**src/hw/rtl/cad_pkg.sv**
```systemverilog
// Shared constants and types for the contact-area-difference score block.
package cad_pkg;

   localparam int AREA_WIDTH_DEFAULT  = 24;
   localparam int QUEUE_DEPTH_DEFAULT = 4;

   localparam int SUM_WIDTH   = 40;
   localparam int FRAC_BITS   = 16;
   localparam int SCORE_WIDTH = 17;
   localparam int NUM_WIDTH   = SUM_WIDTH + SCORE_WIDTH;
   localparam int CNT_WIDTH   = $clog2(SCORE_WIDTH);

   localparam logic [SUM_WIDTH-1:0]   SUM_MAX   = {SUM_WIDTH{1'b1}};
   localparam logic [SCORE_WIDTH-1:0] SCORE_ONE = SCORE_WIDTH'(1 << FRAC_BITS);

   typedef enum logic [1:0] {
      BK_ACCUM,
      BK_PREP,
      BK_DIVIDE,
      BK_DELIVER
   } back_state_type;

endpackage

```
**src/hw/rtl/cad_req_if.sv**
```systemverilog
// Input channel: one pair of contact areas per transfer.
interface cad_req_if #(
   parameter int AREA_WIDTH = 24
);
   logic                  valid;
   logic                  ready;
   logic [AREA_WIDTH-1:0] area_a;
   logic [AREA_WIDTH-1:0] area_b;
   logic                  last_element;

   modport source (output valid, output area_a, output area_b, output last_element,
                   input ready);
   modport sink   (input valid, input area_a, input area_b, input last_element,
                   output ready);
endinterface

```
**src/hw/rtl/cad_rsp_if.sv**
```systemverilog
// Result channel: one score per vector.
interface cad_rsp_if;
   logic        valid;
   logic        ready;
   logic [16:0] score;
   logic        empty_total;
   logic        sum_saturated;

   modport source (output valid, output score, output empty_total, output sum_saturated,
                   input ready);
   modport sink   (input valid, input score, input empty_total, input sum_saturated,
                   output ready);
endinterface

```
**src/hw/rtl/cad_front.sv**
```systemverilog
// Front end: holds the mode register and forms the reference and clipped difference.
module cad_front #(
   parameter int AREA_WIDTH = cad_pkg::AREA_WIDTH_DEFAULT
) (
   input  logic                    clock,
   input  logic                    reset,
   input  logic                    csr_write_enable,
   input  logic                    csr_write_data,
   cad_req_if.sink                 req,
   output logic                    push_valid,
   input  logic                    push_ready,
   output logic [2*AREA_WIDTH:0]   push_data
);
   import cad_pkg::*;

   logic                  symmetric_mode_ff, symmetric_mode_in;
   logic [AREA_WIDTH-1:0] larger, abs_diff, reference, diff_clip;

   always_comb begin
      symmetric_mode_in = symmetric_mode_ff;
      if (csr_write_enable) begin
         symmetric_mode_in = csr_write_data;
      end
   end

   always_ff @(posedge clock) begin
      if (reset) begin
         symmetric_mode_ff <= 1'b1;
      end else begin
         symmetric_mode_ff <= symmetric_mode_in;
      end
   end

   always_comb begin
      larger    = (req.area_a > req.area_b) ? req.area_a : req.area_b;
      abs_diff  = (req.area_a > req.area_b) ? (req.area_a - req.area_b)
                                            : (req.area_b - req.area_a);
      reference = symmetric_mode_ff ? larger : req.area_a;
      diff_clip = (abs_diff > reference) ? reference : abs_diff;
   end

   assign push_valid = req.valid;
   assign req.ready  = push_ready;
   assign push_data  = {reference, diff_clip, req.last_element};

endmodule

```
**src/hw/rtl/cad_queue.sv**
```systemverilog
// Small register FIFO between the front and back ends.
module cad_queue #(
   parameter int WIDTH = 49,
   parameter int DEPTH = cad_pkg::QUEUE_DEPTH_DEFAULT
) (
   input  logic             clock,
   input  logic             reset,
   input  logic             push_valid,
   output logic             push_ready,
   input  logic [WIDTH-1:0] push_data,
   output logic             pop_valid,
   input  logic             pop_ready,
   output logic [WIDTH-1:0] pop_data
);
   localparam int PTR_WIDTH = (DEPTH > 1) ? $clog2(DEPTH) : 1;
   localparam int CNT_WIDTH = $clog2(DEPTH + 1);

   logic [WIDTH-1:0]     entry_ff [DEPTH];
   logic [PTR_WIDTH-1:0] wr_ptr_ff, wr_ptr_in, rd_ptr_ff, rd_ptr_in;
   logic [CNT_WIDTH-1:0] count_ff, count_in;
   logic                 do_push, do_pop;

   assign push_ready = (count_ff != CNT_WIDTH'(DEPTH));
   assign pop_valid  = (count_ff != '0);
   assign pop_data   = entry_ff[rd_ptr_ff];
   assign do_push    = push_valid && push_ready;
   assign do_pop     = pop_valid && pop_ready;

   always_comb begin
      wr_ptr_in = wr_ptr_ff;
      rd_ptr_in = rd_ptr_ff;
      count_in  = count_ff;
      if (do_push) begin
         wr_ptr_in = (wr_ptr_ff == PTR_WIDTH'(DEPTH - 1)) ? '0 : wr_ptr_ff + 1'b1;
      end
      if (do_pop) begin
         rd_ptr_in = (rd_ptr_ff == PTR_WIDTH'(DEPTH - 1)) ? '0 : rd_ptr_ff + 1'b1;
      end
      if (do_push && !do_pop) begin
         count_in = count_ff + 1'b1;
      end else if (do_pop && !do_push) begin
         count_in = count_ff - 1'b1;
      end
   end

   always_ff @(posedge clock) begin
      if (reset) begin
         wr_ptr_ff <= '0;
         rd_ptr_ff <= '0;
         count_ff  <= '0;
      end else begin
         wr_ptr_ff <= wr_ptr_in;
         rd_ptr_ff <= rd_ptr_in;
         count_ff  <= count_in;
      end
   end

   always_ff @(posedge clock) begin
      if (do_push) begin
         entry_ff[wr_ptr_ff] <= push_data;
      end
   end

endmodule

```
**src/hw/rtl/cad_back.sv**
```systemverilog
// Back end: saturating sums, restoring divider and the result register.
module cad_back #(
   parameter int AREA_WIDTH = cad_pkg::AREA_WIDTH_DEFAULT
) (
   input  logic                  clock,
   input  logic                  reset,
   input  logic                  pop_valid,
   output logic                  pop_ready,
   input  logic [2*AREA_WIDTH:0] pop_data,
   cad_rsp_if.source             rsp
);
   import cad_pkg::*;

   back_state_type         state_ff, state_in;
   logic [SUM_WIDTH-1:0]   dsum_ff, dsum_in, rsum_ff, rsum_in;
   logic                   sat_ff, sat_in;
   logic [SUM_WIDTH-1:0]   fin_d_ff, fin_d_in, den_ff, den_in;
   logic                   fin_sat_ff, fin_sat_in;
   logic                   empty_ff, empty_in;
   logic [SUM_WIDTH-1:0]   rem_ff, rem_in;
   logic [SCORE_WIDTH-1:0] num_ff, num_in, quo_ff, quo_in;
   logic [CNT_WIDTH-1:0]   cnt_ff, cnt_in;
   logic                   rsp_valid_ff, rsp_valid_in;
   logic [SCORE_WIDTH-1:0] score_ff, score_in;
   logic                   empty_out_ff, empty_out_in, sat_out_ff, sat_out_in;

   logic [AREA_WIDTH-1:0]  item_ref, item_diff;
   logic                   item_last;
   logic [SUM_WIDTH:0]     dsum_add, rsum_add;
   logic [SUM_WIDTH-1:0]   dsum_next, rsum_next;
   logic                   sat_next;
   logic [NUM_WIDTH-1:0]   numerator;
   logic [SUM_WIDTH:0]     trial;
   logic                   quo_bit, load_out;

   assign {item_ref, item_diff, item_last} = pop_data;

   always_comb begin
      dsum_add  = {1'b0, dsum_ff} + (SUM_WIDTH + 1)'(item_diff);
      rsum_add  = {1'b0, rsum_ff} + (SUM_WIDTH + 1)'(item_ref);
      dsum_next = dsum_add[SUM_WIDTH] ? SUM_MAX : dsum_add[SUM_WIDTH-1:0];
      rsum_next = rsum_add[SUM_WIDTH] ? SUM_MAX : rsum_add[SUM_WIDTH-1:0];
      sat_next  = sat_ff || dsum_add[SUM_WIDTH] || rsum_add[SUM_WIDTH];
      numerator = {1'b0, fin_d_ff, FRAC_BITS'(0)} + NUM_WIDTH'(den_ff >> 1);
      trial     = {rem_ff, num_ff[SCORE_WIDTH-1]};
      quo_bit   = (trial >= {1'b0, den_ff});
   end

   always_comb begin
      state_in     = state_ff;
      dsum_in      = dsum_ff;
      rsum_in      = rsum_ff;
      sat_in       = sat_ff;
      fin_d_in     = fin_d_ff;
      den_in       = den_ff;
      fin_sat_in   = fin_sat_ff;
      empty_in     = empty_ff;
      rem_in       = rem_ff;
      num_in       = num_ff;
      quo_in       = quo_ff;
      cnt_in       = cnt_ff;
      pop_ready    = 1'b0;
      load_out     = 1'b0;
      score_in     = score_ff;
      empty_out_in = empty_out_ff;
      sat_out_in   = sat_out_ff;

      unique case (state_ff)
         BK_ACCUM: begin
            pop_ready = 1'b1;
            if (pop_valid) begin
               if (item_last) begin
                  fin_d_in   = dsum_next;
                  den_in     = rsum_next;
                  fin_sat_in = sat_next;
                  dsum_in    = '0;
                  rsum_in    = '0;
                  sat_in     = 1'b0;
                  state_in   = BK_PREP;
               end else begin
                  dsum_in = dsum_next;
                  rsum_in = rsum_next;
                  sat_in  = sat_next;
               end
            end
         end
         BK_PREP: begin
            empty_in = (den_ff == '0);
            rem_in   = numerator[NUM_WIDTH-1:SCORE_WIDTH];
            num_in   = numerator[SCORE_WIDTH-1:0];
            quo_in   = '0;
            cnt_in   = CNT_WIDTH'(SCORE_WIDTH - 1);
            state_in = (den_ff == '0) ? BK_DELIVER : BK_DIVIDE;
         end
         BK_DIVIDE: begin
            rem_in = quo_bit ? SUM_WIDTH'(trial - {1'b0, den_ff}) : trial[SUM_WIDTH-1:0];
            quo_in = {quo_ff[SCORE_WIDTH-2:0], quo_bit};
            num_in = {num_ff[SCORE_WIDTH-2:0], 1'b0};
            cnt_in = cnt_ff - 1'b1;
            if (cnt_ff == '0) begin
               state_in = BK_DELIVER;
            end
         end
         BK_DELIVER: begin
            if (!rsp_valid_ff || rsp.ready) begin
               load_out     = 1'b1;
               score_in     = (empty_ff || quo_ff >= SCORE_ONE) ? '0 : SCORE_ONE - quo_ff;
               empty_out_in = empty_ff;
               sat_out_in   = fin_sat_ff;
               state_in     = BK_ACCUM;
            end
         end
         default: state_in = BK_ACCUM;
      endcase

      if (load_out) begin
         rsp_valid_in = 1'b1;
      end else if (rsp.ready) begin
         rsp_valid_in = 1'b0;
      end else begin
         rsp_valid_in = rsp_valid_ff;
      end
   end

   always_ff @(posedge clock) begin
      if (reset) begin
         state_ff     <= BK_ACCUM;
         dsum_ff      <= '0;
         rsum_ff      <= '0;
         sat_ff       <= 1'b0;
         rsp_valid_ff <= 1'b0;
      end else begin
         state_ff     <= state_in;
         dsum_ff      <= dsum_in;
         rsum_ff      <= rsum_in;
         sat_ff       <= sat_in;
         rsp_valid_ff <= rsp_valid_in;
      end
   end

   always_ff @(posedge clock) begin
      fin_d_ff     <= fin_d_in;
      den_ff       <= den_in;
      fin_sat_ff   <= fin_sat_in;
      empty_ff     <= empty_in;
      rem_ff       <= rem_in;
      num_ff       <= num_in;
      quo_ff       <= quo_in;
      cnt_ff       <= cnt_in;
      score_ff     <= score_in;
      empty_out_ff <= empty_out_in;
      sat_out_ff   <= sat_out_in;
   end

   assign rsp.valid         = rsp_valid_ff;
   assign rsp.score         = score_ff;
   assign rsp.empty_total   = empty_out_ff;
   assign rsp.sum_saturated = sat_out_ff;

endmodule

```
**src/hw/rtl/cad_score_vector_compare_top.sv**
```systemverilog
// Top level of the contact-area-difference score block.
//
// Streams two vectors of contact areas, one element pair per transfer on req_if,
// and returns one Q1.16 score per vector on rsp_if after the transfer marked
// last_element. Areas are unsigned fixed point with 8 fraction bits. Each pair
// gives a reference (the larger area when csr_write_data last wrote 1, the
// default after reset, otherwise area_a) and a difference |a - b| clipped to
// that reference; both feed 40-bit saturating sums. The score is
// 65536 - round(diff_sum * 65536 / ref_sum); a zero reference sum gives score 0
// with empty_total set, and sum_saturated flags a clipped sum in that vector.
// Rate: the front end takes one pair per cycle into a QUEUE_DEPTH-entry queue
// while it has room; the back end drains one pair per cycle while accumulating.
// A last pair holds the back end through a setup step, a 17-step restoring
// divider retiring one quotient bit per cycle, and a delivery step waiting
// for a free result register; the queue lets the next vector start arriving
// during the divide. Write the mode only while no vector is in flight.
module cad_score_vector_compare_top #(
   parameter int AREA_WIDTH  = cad_pkg::AREA_WIDTH_DEFAULT,
   parameter int QUEUE_DEPTH = cad_pkg::QUEUE_DEPTH_DEFAULT
) (
   input  logic     clock,
   input  logic     reset,
   cad_req_if.sink  req_if,
   cad_rsp_if.source rsp_if,
   input  logic     csr_write_enable,
   input  logic     csr_write_data
);
   import cad_pkg::*;

   localparam int ITEM_WIDTH = 2 * AREA_WIDTH + 1;

   // Classified pairs: {reference, clipped difference, last}.
   logic                  q_push_valid, q_push_ready;
   logic [ITEM_WIDTH-1:0] q_push_data;
   logic                  q_pop_valid, q_pop_ready;
   logic [ITEM_WIDTH-1:0] q_pop_data;

   cad_front #(
      .AREA_WIDTH (AREA_WIDTH)
   ) u_front (
      .clock            (clock),
      .reset            (reset),
      .csr_write_enable (csr_write_enable),
      .csr_write_data   (csr_write_data),
      .req              (req_if),
      .push_valid       (q_push_valid),
      .push_ready       (q_push_ready),
      .push_data        (q_push_data)
   );

   cad_queue #(
      .WIDTH (ITEM_WIDTH),
      .DEPTH (QUEUE_DEPTH)
   ) u_queue (
      .clock      (clock),
      .reset      (reset),
      .push_valid (q_push_valid),
      .push_ready (q_push_ready),
      .push_data  (q_push_data),
      .pop_valid  (q_pop_valid),
      .pop_ready  (q_pop_ready),
      .pop_data   (q_pop_data)
   );

   cad_back #(
      .AREA_WIDTH (AREA_WIDTH)
   ) u_back (
      .clock     (clock),
      .reset     (reset),
      .pop_valid (q_pop_valid),
      .pop_ready (q_pop_ready),
      .pop_data  (q_pop_data),
      .rsp       (rsp_if)
   );

   // Back end must stop draining once it takes the last pair of a vector.
   a_stop_after_last: assert property (@(posedge clock) disable iff (reset)
      q_pop_valid && q_pop_ready && q_pop_data[0] |=> !q_pop_ready)
      else $error("back end kept draining after a last pair");

   // A new result is loaded only from the delivery step, never while draining.
   a_load_not_draining: assert property (@(posedge clock) disable iff (reset)
      $rose(rsp_if.valid) |-> !$past(q_pop_ready))
      else $error("result loaded while the back end was draining");

   // An empty total always reports a zero score.
   a_empty_zero: assert property (@(posedge clock) disable iff (reset)
      rsp_if.valid && rsp_if.empty_total |-> rsp_if.score == '0)
      else $error("empty total with nonzero score");

   // Score never exceeds one.
   a_score_range: assert property (@(posedge clock) disable iff (reset)
      rsp_if.valid |-> rsp_if.score <= SCORE_ONE)
      else $error("score above one");

endmodule

```
**src/flat_wrapper.sv**
```systemverilog
// flat-port wrapper written by rule: the top's interface ports become plain ports
module cad_score_vector_compare_top_flat import cad_pkg::*;
#(
   parameter int AREA_WIDTH  = cad_pkg::AREA_WIDTH_DEFAULT,
   parameter int QUEUE_DEPTH = cad_pkg::QUEUE_DEPTH_DEFAULT
)
  (clock, reset, csr_write_enable, csr_write_data, req_if_valid, req_if_area_a, req_if_area_b, req_if_last_element, req_if_ready, rsp_if_valid, rsp_if_score, rsp_if_empty_total, rsp_if_sum_saturated, rsp_if_ready);
  cad_req_if #(.AREA_WIDTH(AREA_WIDTH)) req_if_i ();
  cad_rsp_if rsp_if_i ();
  input  logic clock;
  input  logic reset;
  input  logic csr_write_enable;
  input  logic csr_write_data;
  input wire logic [$bits(req_if_i.valid)-1:0] req_if_valid;
  input wire logic [$bits(req_if_i.area_a)-1:0] req_if_area_a;
  input wire logic [$bits(req_if_i.area_b)-1:0] req_if_area_b;
  input wire logic [$bits(req_if_i.last_element)-1:0] req_if_last_element;
  output wire logic [$bits(req_if_i.ready)-1:0] req_if_ready;
  output wire logic [$bits(rsp_if_i.valid)-1:0] rsp_if_valid;
  output wire logic [$bits(rsp_if_i.score)-1:0] rsp_if_score;
  output wire logic [$bits(rsp_if_i.empty_total)-1:0] rsp_if_empty_total;
  output wire logic [$bits(rsp_if_i.sum_saturated)-1:0] rsp_if_sum_saturated;
  input wire logic [$bits(rsp_if_i.ready)-1:0] rsp_if_ready;
  assign req_if_i.valid = req_if_valid;
  assign req_if_i.area_a = req_if_area_a;
  assign req_if_i.area_b = req_if_area_b;
  assign req_if_i.last_element = req_if_last_element;
  assign req_if_ready = req_if_i.ready;
  assign rsp_if_valid = rsp_if_i.valid;
  assign rsp_if_score = rsp_if_i.score;
  assign rsp_if_empty_total = rsp_if_i.empty_total;
  assign rsp_if_sum_saturated = rsp_if_i.sum_saturated;
  assign rsp_if_i.ready = rsp_if_ready;
  cad_score_vector_compare_top #(.AREA_WIDTH(AREA_WIDTH), .QUEUE_DEPTH(QUEUE_DEPTH)) u_core (.clock(clock), .reset(reset), .req_if(req_if_i), .rsp_if(rsp_if_i), .csr_write_enable(csr_write_enable), .csr_write_data(csr_write_data));
endmodule
```
**config.mk**
```make
export PLATFORM = sky130hd
export DESIGN_NAME = cad_score_vector_compare_top_flat
export DESIGN_NICKNAME = d
export VERILOG_FILES = /design/src/hw/rtl/cad_pkg.sv /design/src/hw/rtl/cad_req_if.sv /design/src/hw/rtl/cad_rsp_if.sv /design/src/hw/rtl/cad_front.sv /design/src/hw/rtl/cad_queue.sv /design/src/hw/rtl/cad_back.sv /design/src/hw/rtl/cad_score_vector_compare_top.sv /design/src/flat_wrapper.sv
export SDC_FILE = /design/constraint.sdc
export NUM_CORES = 1
export LEC_CHECK = 0
export BUFFER_PORTS_ARGS = -buffer_cell sky130_fd_sc_hd__buf_2
export CAP_MARGIN = 40
export CORE_ASPECT_RATIO = 1.5
export CORE_MARGIN = 2
export CORE_UTILIZATION = 45
export CTS_CLUSTER_DIAMETER = 50
export DETAILED_ROUTE_END_ITERATION = 10
export GPL_TIMING_DRIVEN = 0
export PLACE_DENSITY = 0.59
export SYNTH_ARGS = -nofsm -noshare
export SYNTH_HDL_FRONTEND = slang
export SYNTH_SLANG_ARGS = --single-unit
```
**constraint.sdc**
```tcl
create_clock -name clock -period 15.15 [get_ports clock]
set_clock_uncertainty 0.15 [all_clocks]
set_input_delay 0 -clock clock [delete_from_list [all_inputs] [get_ports clock]]
set_output_delay 0 -clock clock [all_outputs]
set_load 0.05 [all_outputs]
```
# --- After elaboration in Yosys (flattened, before gate mapping) ---
# Memories as Yosys holds them, arrays and structs flattened. A register that Yosys moved wholly into a read port is not among the register bits.
# Index checks and enable logic that the tools add are counted.
word_totals:
  mem_bits_rw: 196
  memories: 1
  register_bits: 272
  output_inout_bits: 21
  inputBits: 55
classes:
  n_eq_ne: 10
  n_addsub: 12
  reduce_logical: 22
  order_cmp: 4
  muxes: 33
memory_table:
  columns: ["memory", "depth", "word_bits", "rd", "rd_clocked_by_memory_dff", "wr", "line", "text"]
  rows:
  - ["u_core.u_queue.entry_ff", 4, 49, 1, 1, 1, "cad_queue.sv:18", "logic [WIDTH-1:0] entry_ff [DEPTH];"]
op_table:
  columns: ["operator", "n"]
  rows:
  - ["40-bit 2-to-1 mux", 5]
  - ["24-bit 2-to-1 mux", 4]
  - ["40-bit by 24-bit adder with 41-bit output", 2]
  - ["40-bit one-hot mux with 2 select lines", 1]
  - ["17-bit one-hot mux with 2 select lines", 2]
  - ["56-bit by 39-bit adder with 57-bit output", 1]
  - ["24-bit > comparator", 2]
  - ["24-bit subtractor", 2]
  - ["41-bit by 40-bit >= comparator with 1-bit output", 1]
  - ["40-bit zero test", 1]
  - ["40-bit subtractor", 1]
  - ["17-bit >= comparator, second input constant", 1]
  - ["17-bit subtractor, first input constant", 1]
  - ["2-bit 2-to-1 mux", 8]
  - ["5-bit one-hot mux with 2 select lines", 1]
  - ["1-bit 2-to-1 mux", 9]
  - ["2-bit == test, second input constant", 4]
  - ["2-bit one-hot mux with 4 select lines", 1]
  - ["3-bit 2-to-1 mux", 2]
  - ["2-bit nonzero test", 3]
  - ["5-bit zero test", 1]
  - ["5-bit by 1-bit subtractor with 5-bit output, second input constant", 1]
  - ["2-bit by 1-bit adder with 2-bit output, second input constant", 2]
  - ["1-bit logical AND", 4]
  - ["13 further kinds", 21]

# --- Logic depth before layout (Yosys ltp) ---
# Gate-level depths: netlist (run 1).
logic_depth:
  ltp_word: 6
  depth_mapped: 25

# --- Modules after synthesis ---
# Synthesis (run 1) repeated with hierarchy kept, for this count alone.
hier_totals:
  hier_cells: 2732
  area_unflattened_um2: 28750.1
by_module_without_submodules:
  columns: ["mod", "seq_area_each_um2", "area_each_um2", "cells_per_inst", "n_inst"]
  rows:
  - ["cad_back", 7086.8, 17541.8, 1890, 1]
  - ["cad_queue", 6065.8, 7551.0, 304, 1]
  - ["cad_front", 20.0, 3657.3, 538, 1]

# --- Worst setup path after synthesis (run 1) ---
# No wires, ideal clock.
synth_path:
  kind: "register to register"
  startpoint: "register with a tool-made name"
  endpoint: "register u_core.u_back.fin_d_ff[39], data pin"
  slack_ps: 10293
  path_stages_with_launch: 15
  period_less_slack_ps: 4857
  arrival_ps: 4447
  n_path_buf: 3
  path_cell_list: "dfxtp_1 clkbuf_1 buf_1 buf_1 mux4_2 ha_1 and2_1 nand4_1 o31ai_1 a21oi_1 o41a_1 o21ai_2 nand2_1 nor3_1 mux2_2"
synth_rtl:
  columns: ["element", "line", "text"]
  rows:
  - ["to (signal assigned)", "cad_back.sv:142", "fin_d_ff <= fin_d_in;"]
  - ["to (decl)", "cad_back.sv:17", "logic [SUM_WIDTH-1:0] fin_d_ff, fin_d_in, den_ff, den_in;"]

# --- Worst setup path in the final report (run 1) ---
layout_path:
  startpoint: "input port req_if_area_b[20]"
  endpoint: "memory u_core.u_queue.entry_ff[0][18], data pin"
layout_via:
  elab_chain_len: 5
  word_cells_on_any_way: 8
  cone_classes: "2 x add/sub; 2 x order compare; 4 x mux"
layout_lines:
  columns: ["element", "line", "text"]
  rows:
  - ["from (decl)", "flat_wrapper.sv:16", "input wire logic [$bits(req_if_i.area_b)-1:0] req_if_area_b;"]
  - ["24-bit > comparator", "cad_front.sv:35, cad_front.sv:36", null]
  - ["24-bit 2-to-1 mux", "cad_front.sv:35", "larger = (req.area_a > req.area_b) ? req.area_a : req.area_b;"]
  - ["24-bit 2-to-1 mux", "cad_front.sv:38", "reference = symmetric_mode_ff ? larger : req.area_a;"]
  - ["24-bit > comparator", "cad_front.sv:39", "diff_clip = (abs_diff > reference) ? reference : abs_diff;"]
  - ["24-bit 2-to-1 mux (*)", "cad_front.sv:39", null]
  - ["net u_core.q_push_data[18]", "cad_score_vector_compare_top.sv:34", "logic [ITEM_WIDTH-1:0] q_push_data;"]
  - ["to (decl)", "cad_queue.sv:18", null]
# Mark *: on every way through the listed nets, which the timed path passes. The rest lies on a longest branch.

==> results of run 1 <==
## logic make-up (layout without fill, tap and decap cells)
group           Yosys count  in the layout
compound gates          724            724
xor+xnor                160            160
fa+ha+maj               203            203
buf+inv                 295            541
flops                   470            470
mux                     142            142
simple gates            708            708
## layout by cell type (no fill, tap or decap), types with 45 or more instances in the layout
| master | n |
|---|---|
| nand2_1 | 220 |
| clkbuf_16 | 52 |
| o21ai_0 | 144 |
| mux4_2 | 49 |
| dfxtp_1 | 94 |
| nor3_1 | 45 |
| xnor2_1 | 92 |
| buf_2 | 95 |
| a21o_1 | 101 |
| edfxtp_1 | 376 |
| nand3_1 | 46 |
| inv_1 | 185 |
| xor2_1 | 67 |
| mux2i_1 | 55 |
| ha_1 | 195 |
| nor2_1 | 170 |
| dlygate4sd3_1 | 56 |
| clkbuf_1 | 75 |
| a21oi_1 | 196 |
## worst max-delay path by stage
stage	endpoint	slack, ns	cells after the start	start
after floorplan	u_core.u_back.fin_d_ff[39]$_DFFE_PP_	10.29	14	register
after detailed placement	u_core.u_queue.entry_ff[3][18]$_DFFE_PP_	8.49	21	req_if_area_b[22]
after global placement	u_core.u_back.dsum_ff[20]$_SDFFE_PP0P_	8.04	13	register
after global routing	u_core.u_queue.entry_ff[1][18]$_DFFE_PP_	8.30	22	req_if_area_b[20]
after CTS	u_core.u_queue.entry_ff[0][18]$_DFFE_PP_	8.55	22	req_if_area_b[20]
final	u_core.u_queue.entry_ff[0][18]$_DFFE_PP_	8.51	23	req_if_area_b[20]
## worst max-delay path, cell delays in order
cell           delay (ns)
dlygate4sd3_1        0.54
buf_2                0.13
inv_1                0.04
ha_1                 0.29
buf_4                0.19
nand4_2              0.20
nor2_1               0.43
nand4_1              0.37
a21boi_4             0.31
a211oi_1             0.52
o22ai_1              0.16
o32ai_2              0.45
o22ai_1              0.28
xor2_1               0.22
ha_1                 0.31
nand4_1              0.15
nor2_1               0.23
and3_1               0.28
nand3_1              0.20
o31ai_1              0.57
o41ai_4              0.34
buf_6                0.26
mux2_4               0.35
## stage by stage
stage               cell area (µm²)  hold slack (ns)
finish                        32900           0.0302
CTS                           32900           0.0166
detailed placement            30600           0.0575
global placement              30200           0.0508
global route                  32900           0.0562
floorplan                     28800          -0.0511
## area by class of cell
type,instances,area share
multi-input cells,1937,0.441
flip-flops and latches,470,0.401
clock buffers,60,0.0408
repair buffers,155,0.0384
well taps,805,0.0306
inverters,186,0.0212
plain buffers,109,0.0149
clock inverters,31,0.0119
## registers in the layout, summed over array words and instances (netlist names), named ones only
name and cells:
u_core.u_queue.count_ff 3, u_core.u_back.rsp.score 17, u_core.u_back.empty_ff 1, u_core.u_back.rem_ff 40
u_core.u_queue.rd_ptr_ff 2, u_core.u_back.quo_ff 17, u_core.u_back.fin_d_ff 40, u_core.u_back.rsum_ff 40
u_core.u_back.num_ff 17, u_core.u_back.den_ff 40, u_core.u_back.state_ff 2, u_core.u_back.cnt_ff 5
u_core.u_queue.wr_ptr_ff 2, u_core.u_back.sat_ff 1, u_core.u_back.dsum_ff 40, u_core.u_back.rsp.empty_total 1
u_core.u_back.rsp.sum_saturated 1, u_core.u_front.symmetric_mode_ff 1, u_core.u_back.rsp.valid 1, u_core.u_queue.entry_ff 196
u_core.u_back.fin_sat_ff 1
## power by group
group / total (µW) / switching, µW / internal [µW]
Combinational: 4060 / 2490 / 1570
Clock: 1290 / 530 / 759
Sequential: 2220 / 231 / 1990
Total: 7570 / 3250 / 4320
## what timing repair did
action | 4_1_cts | 5_1_grt
resized for setup | 0 | 0
endpoints found under the hold margin | 225 | 0
hold buffers | 56 | 0
## routing by layer
metal  track usage  wire length (µm)  up-vias
met5             0                 0        -
met4         0.154              5690        0
met3        0.0215              2580      228
met2         0.500             46000      590
met1         0.256             29600    10400
li1              -                 -    10500
==> key figures, run 1 <==
Detailed routing
  – DR WL/cell: 22.4 µm
  – Drt first pass iters: 8
  – Via count: 21,700
  – Number of DRC markers in iteration 0: 1,156
  – Routed wire length: 83.9 mm
  – DRC violations left: 0
  – Detail Route Antenna Nets: 0
  – Via density: 5.78

Placement
  – Detail Placement HPWL: 66.8 mm
  – Placed insts: 3,606
  – Global placer's final weighted congestion: 0.924
  – Pre-CTS setup slack: 8.49 ns
  – PortBufs: 74

Clocking
  – Root Driver: clkbuf_16
  – TritonCTS buffer count: 49
  – CTS tree: yes
  – Post-CTS Setup Bufs: 0
  – Clock Sinks: 470
  – Reg clk slew, reported paths: 0.06 ns
  – Worst skew pair latency: 0.59 ns
  – # H-tree levels: 2
  – CTS max path bufs: 3

Timing
  – RSZ-0062 raised after global routing: no
  – Slew @ Worst Pin: 0.919 ns
  – Setup TNS: 0 ns
  – Setup ws final: 8.51 ns
  – Min cycle time layout: 6.64 ns
  – Final Cycle Share: 0.438
  – FMAX: 0.151 GHz
  – Max Transition Viols Final: 0
  – Final hold violations: 0
  – Slew HR: 0.388
  – Setup-failing EPs final: 0

Synth
  – Adder-cell share of the synthesized area: 0.0899
  – Sequential fraction of the synthesis area: 0.457
  – Top-count cell post-synth: edfxtp_1
  – Mapped Avg Cell Area: 10.7 µm²
  – Post-synth cell types: 105
  – Largest family of logic cells by synthesized area: compound AO/OA/AOI/OAI gates
  – Main synth FF type: edfxtp_1
  – Syn Std Cell Area: 0.0288 mm²
  – Share of the synthesized area in the top cell type: 0.392
  – Syn nets: 2,960
  – Simple logic cell fraction of the synthesized area: 0.120
  – YS warnings: 0
  – Synth cell count leaders: 376 x edfxtp_1, 220 x nand2_1, 196 x a21oi_1, 196 x ha_1, 185 x inv_1
  – Ys async rst share: 0
  – Area contributors post-synth: edfxtp_1 39%, ha_1 8.5%, dfxtp_1 6.5%
  – EDFF count, synth: 376
  – Leading area contributor after synthesis: edfxtp_1
  – Complex-gate fraction of the synthesized area: 0.168
  – Mux cell area share after synthesis: 0.0752
  – Synth Register Bits: 470
  – Synth Instances: 2,702
  – Xor and xnor fraction of the mapped netlist area: 0.0489

Power and ir drop
  – Final Total Pwr: 7570 µW
  – Leakage: 0.0133 µW
  – Peak VDD IR: 0.000139 V
  – Pwr Density: 230 mW/mm²

Layout
  – Cell Count, Final, Fillers Out: 3,753
  – Area occupied by multi-input gates: 0.0145 mm²
  – # fillers: 5,668
  – Final #Nets: 3,166
  – Storage cell area: 0.0132 mm²
  – Ant diodes: 0
  – Final core utilization: 0.519
  – Layout cell share with drive strength beyond 1: 0.119
  – Area growth syn-to-layout: 14.0%

Global routing
  – Vias in the first global route: 22,600
  – Initial antenna violation count: 0
  – Gr usage total: 0.254
  – Largest net degree at the start of global routing: 75
  – Overflow left after global routing: 0
  – First-pass GRT wire length: 129 mm

Floorplan
  – Die area: 0.0662 mm²
  – Starting Density: 0.455
  – Chip Width: 211 µm
  – Core area: 0.0633 mm²
  – I/O pin total: 76
  – Row count: 113
  – Die height: 314 µm

Critical path
  – FF-to-FF setup slack: 9.29 ns
  – Reg2Reg Depth: 14
  – Crit Path Max Fanout: 10
  – Startpoint Class: primary input
  – Crit path capture type: register
  – R2r endpoint: u_core.u_back.dsum_ff[15]$_SDFFE_PP0P_
  – CP Data Required Time: 15.32 ns
  – Worst EP arrival: 6.81 ns
  – CP Class: primary input to register

Flow run
  – Max cap viols: 0

Min path
  – Worst hold stages: 3
  – Worst Hold Launch: req_if_area_a[0]
  – Worst hold endpoint: u_core.u_queue.entry_ff[2][1]$_DFFE_PP_
  – Type of the most critical hold path: primary input to register

Outcome
  – Status: finished clean
(Power assumes the default switching activity.)
==> run 2: changes to the inputs <==
Settings changed: ABC_AREA set to 1.
Clock period 15.15 ns to 6.54 ns, I/O delays scaled along.
==> run 2 against run 1 <==
Combinational power grew to 2.8 times the previous value. First-iteration DRC count is 59% higher. Area after synthesis is 8.7% higher. Total power grew to 2.5 times the previous value. Flip-flop and latch count stayed put. Critical endpoint is now u_core.u_queue.entry_ff[1][19]$_DFFE_PP_. Die area is 8.5% higher. Global-route usage is 4.6 points higher. Design area is 7.7% higher. Cell count is 39% higher.
==> key figures, run 2 <==
Detailed routing
  – DR WL/cell: 20.8 µm
  – Routed wire length: 108 mm
  – Detail Route Antenna Nets: 0
  – Max Used Layer: met4
  – Via density: 5.40
  – Number of DRC markers in iteration 0: 1,837
  – Via count: 28,100
  – Met3 wire len: 3.14 mm
  – DRC violations left: 0
  – Met2 Routed Length: 58.3 mm
  – Drt first pass iters: 5
  – WL met1: 36.9 mm

Synth
  – Mapped Avg Cell Area: 7.70 µm²
  – Synth cell count leaders: 1,046 x nand2_1, 504 x inv_1, 421 x nor2_1, 376 x edfxtp_1, 307 x a21oi_1
  – Synth Register Bits: 470
  – Sequential fraction of the synthesis area: 0.420
  – Leading area contributor after synthesis: edfxtp_1
  – Share of the synthesized area in the top cell type: 0.360
  – Top-count cell post-synth: nand2_1
  – Ys async rst share: 0
  – Syn Std Cell Area: 0.0313 mm²
  – Synth Instances: 4,068
  – Main synth FF type: edfxtp_1
  – YS warnings: 0
  – EDFF count, synth: 376
  – Post-synth cell types: 52
  – Area contributors post-synth: edfxtp_1 36%, nand2_1 13%, ha_1 7.8%
  – Syn nets: 4,326

Floorplan
  – Die height: 327 µm
  – I/O pin total: 76
  – Chip Width: 219 µm
  – Core area: 0.0689 mm²
  – Row count: 118
  – Die area: 0.0718 mm²
  – Starting Density: 0.455

Timing
  – FMAX: 0.184 GHz
  – RSZ-0062 raised after global routing: no
  – Final hold violations: 0
  – Final Cycle Share: 0.831
  – Slew HR: 0.404
  – Setup-failing EPs final: 0
  – Max Transition Viols Final: 0
  – Setup ws final: 1.10 ns
  – Min cycle time layout: 5.44 ns
  – Slew @ Worst Pin: 0.886 ns

Layout
  – Layout cell share with drive strength beyond 1: 0.0673
  – Area occupied by multi-input gates: 0.0158 mm²
  – Final #Nets: 4,528
  – Max reg flops: 196
  – Commonest non-fill, non-tap cell in the layout: nand2_1
  – # fillers: 6,893
  – Largest register by flop count: u_core.u_queue.entry_ff
  – Most frequent cells in the layout: 1,046 x nand2_1, 504 x inv_1, 416 x nor2_1
  – Storage cell area: 0.0132 mm²
  – Area growth syn-to-layout: 12.9%

Global routing
  – Initial antenna violation count: 2
  – Vias in the first global route: 28,200
  – Largest net degree at the start of global routing: 65
  – Gr usage total: 0.300
  – First-pass GRT wire length: 162 mm
  – Overflow left after global routing: 0

Power and ir drop
  – Pint: 9640 µW
  – Clk pwr share: 0.145
  – Leakage: 0.0152 µW
  – Switching pwr: 9660 µW
  – Pwr Density: 545 mW/mm²
  – Sw Ratio: 0.500
  – Peak VDD IR: 0.000259 V
  – Logic pwr share: 0.583
  – Flop pwr share: 0.272
  – Final Total Pwr: 19,300 µW

Min path
  – Type of the most critical hold path: primary input to register
  – Worst hold stages: 4

Clocking
  – Worst skew pair latency: 0.62 ns
  – TritonCTS buffer count: 49
  – CTS max path bufs: 3
  – Root Driver: clkbuf_16
  – CTS tree: yes
  – Reg clk slew, reported paths: 0.07 ns
  – # H-tree levels: 2
  – Clock Sinks: 470
  – Post-CTS Setup Bufs: 0
  – Post_cts resized: 0

Critical path
  – Crit path largest cell delay: 0.55 ns
  – Startpoint Class: primary input
  – Reg2Reg Depth: 23
  – CP Class: primary input to register
  – Crit path capture type: register
  – Crit-path slowest cell: dlygate4sd3_1
  – Cell mode on critical path: nand2_1
  – Worst EP arrival: 5.54 ns
  – Crit Path Max Fanout: 10
  – CP Data Required Time: 6.64 ns

Placement
  – Global placer's final weighted congestion: 1.03
  – PortBufs: 74
  – Detail Placement HPWL: 88.6 mm
  – Pre-CTS setup slack: 1.02 ns

Flow run
  – Max cap viols: 0

Outcome
  – Status: finished clean
[run 2: cell types whose count changed in the layout (fill, tap and decap cells not counted), moves of 33 or more]
cell | before | now
nand2_1 | 220 | 1046
inv_1 | 185 | 504
nor2_1 | 170 | 416
nand3_1 | 46 | 258
a21oi_1 | 196 | 306
o21ai_0 | 144 | 253
a21o_1 | 101 | 21
mux2i_1 | 55 | 1
mux4_2 | 49 | 0
xnor2_1 | 92 | 43
o22ai_1 | 5 | 46
a22o_1 | 33 | 0
[run 2: path summary, 6_finish.rpt]
path	from	end	slack (ns)
hold reg to reg	u_core.u_back.sat_ff$_SDFFE_PP0P_	u_core.u_back.sat_ff$_SDFFE_PP0P_	0.31
setup reg to reg	register	u_core.u_back.dsum_ff[18]$_SDFFE_PP0P_	1.43
setup / recovery	req_if_area_a[0]	u_core.u_queue.entry_ff[1][19]$_DFFE_PP_	1.10
hold / removal	req_if_area_a[1]	u_core.u_queue.entry_ff[1][26]$_DFFE_PP_	0.02
[run 2: per-stage QoR]
stage | utilization | std cells | hold slack (ns) | TNS, ns | cell area (µm²)
after floorplan | - | 4068 | -0.0511 | 0 | 31300
after global placement | 0.476 | 5042 | 0.0594 | -23.32 | 32800
after detailed placement | 0.481 | 5060 | 0.0533 | 0 | 33200
after CTS | 0.513 | 5210 | 0.00136 | 0 | 35400
after global routing | 0.513 | 5211 | 0.0324 | 0 | 35400
final | 0.513 | 5211 | 0.0203 | 0 | 35400
[run 2: final cells by class]
type / count / area share
well taps: 900 / 0.0318
flip-flops and latches: 470 / 0.372
repair buffers: 151 / 0.0357
clock inverters: 36 / 0.00951
plain buffers: 107 / 0.0150
multi-input cells: 2980 / 0.446
clock buffers: 55 / 0.0359
diodes: 1 / 0.0000707
inverters: 511 / 0.0542
[run 2: critical path, delay by kind of cell]
| family | cells | cell delay, ns |
|---|---|---|
| buf+inv | 9 | 1.60 |
| simple gates | 17 | 2.63 |
| fa+ha+maj | 3 | 1.01 |
| compound gates | 1 | 0.29 |
[run 2: per-layer routing]
layer  track usage  vias up
li1              -    14000
met1         0.284    13000
met2         0.583      697
met3        0.0276      339
met4         0.232        0
met5             0        -
[run 2: power by group through the flow]
stage / Combinational (µW) / Sequential (µW) / Clock (µW)
global route: 12300 / 5340 / 2940
floorplan: 7320 / 5140 / 0
global placement: 10900 / 5390 / 0
CTS: 11100 / 5260 / 2850
detailed placement: 11000 / 5310 / 0
finish: 11200 / 5250 / 2800
[run 2: repair_timing]
item / in CTS / in global routing
hold endpoints to repair: 172 / 0
hold buffers: 59 / 0
endpoints found under the setup margin: 0 / 0
[run 2: cell families (layout without fill, tap and decap cells)]
logic type      count (synthesis)  count (layout)  synth area share
mux                             1               1          0.000319
fa+ha+maj                     203             203            0.0827
xor+xnor                       94              94            0.0265
compound gates                750             750             0.131
simple gates                 1932            1932             0.261
other cells                     0               1                 0
flops                         470             470             0.420
buf+inv                       618             860            0.0782
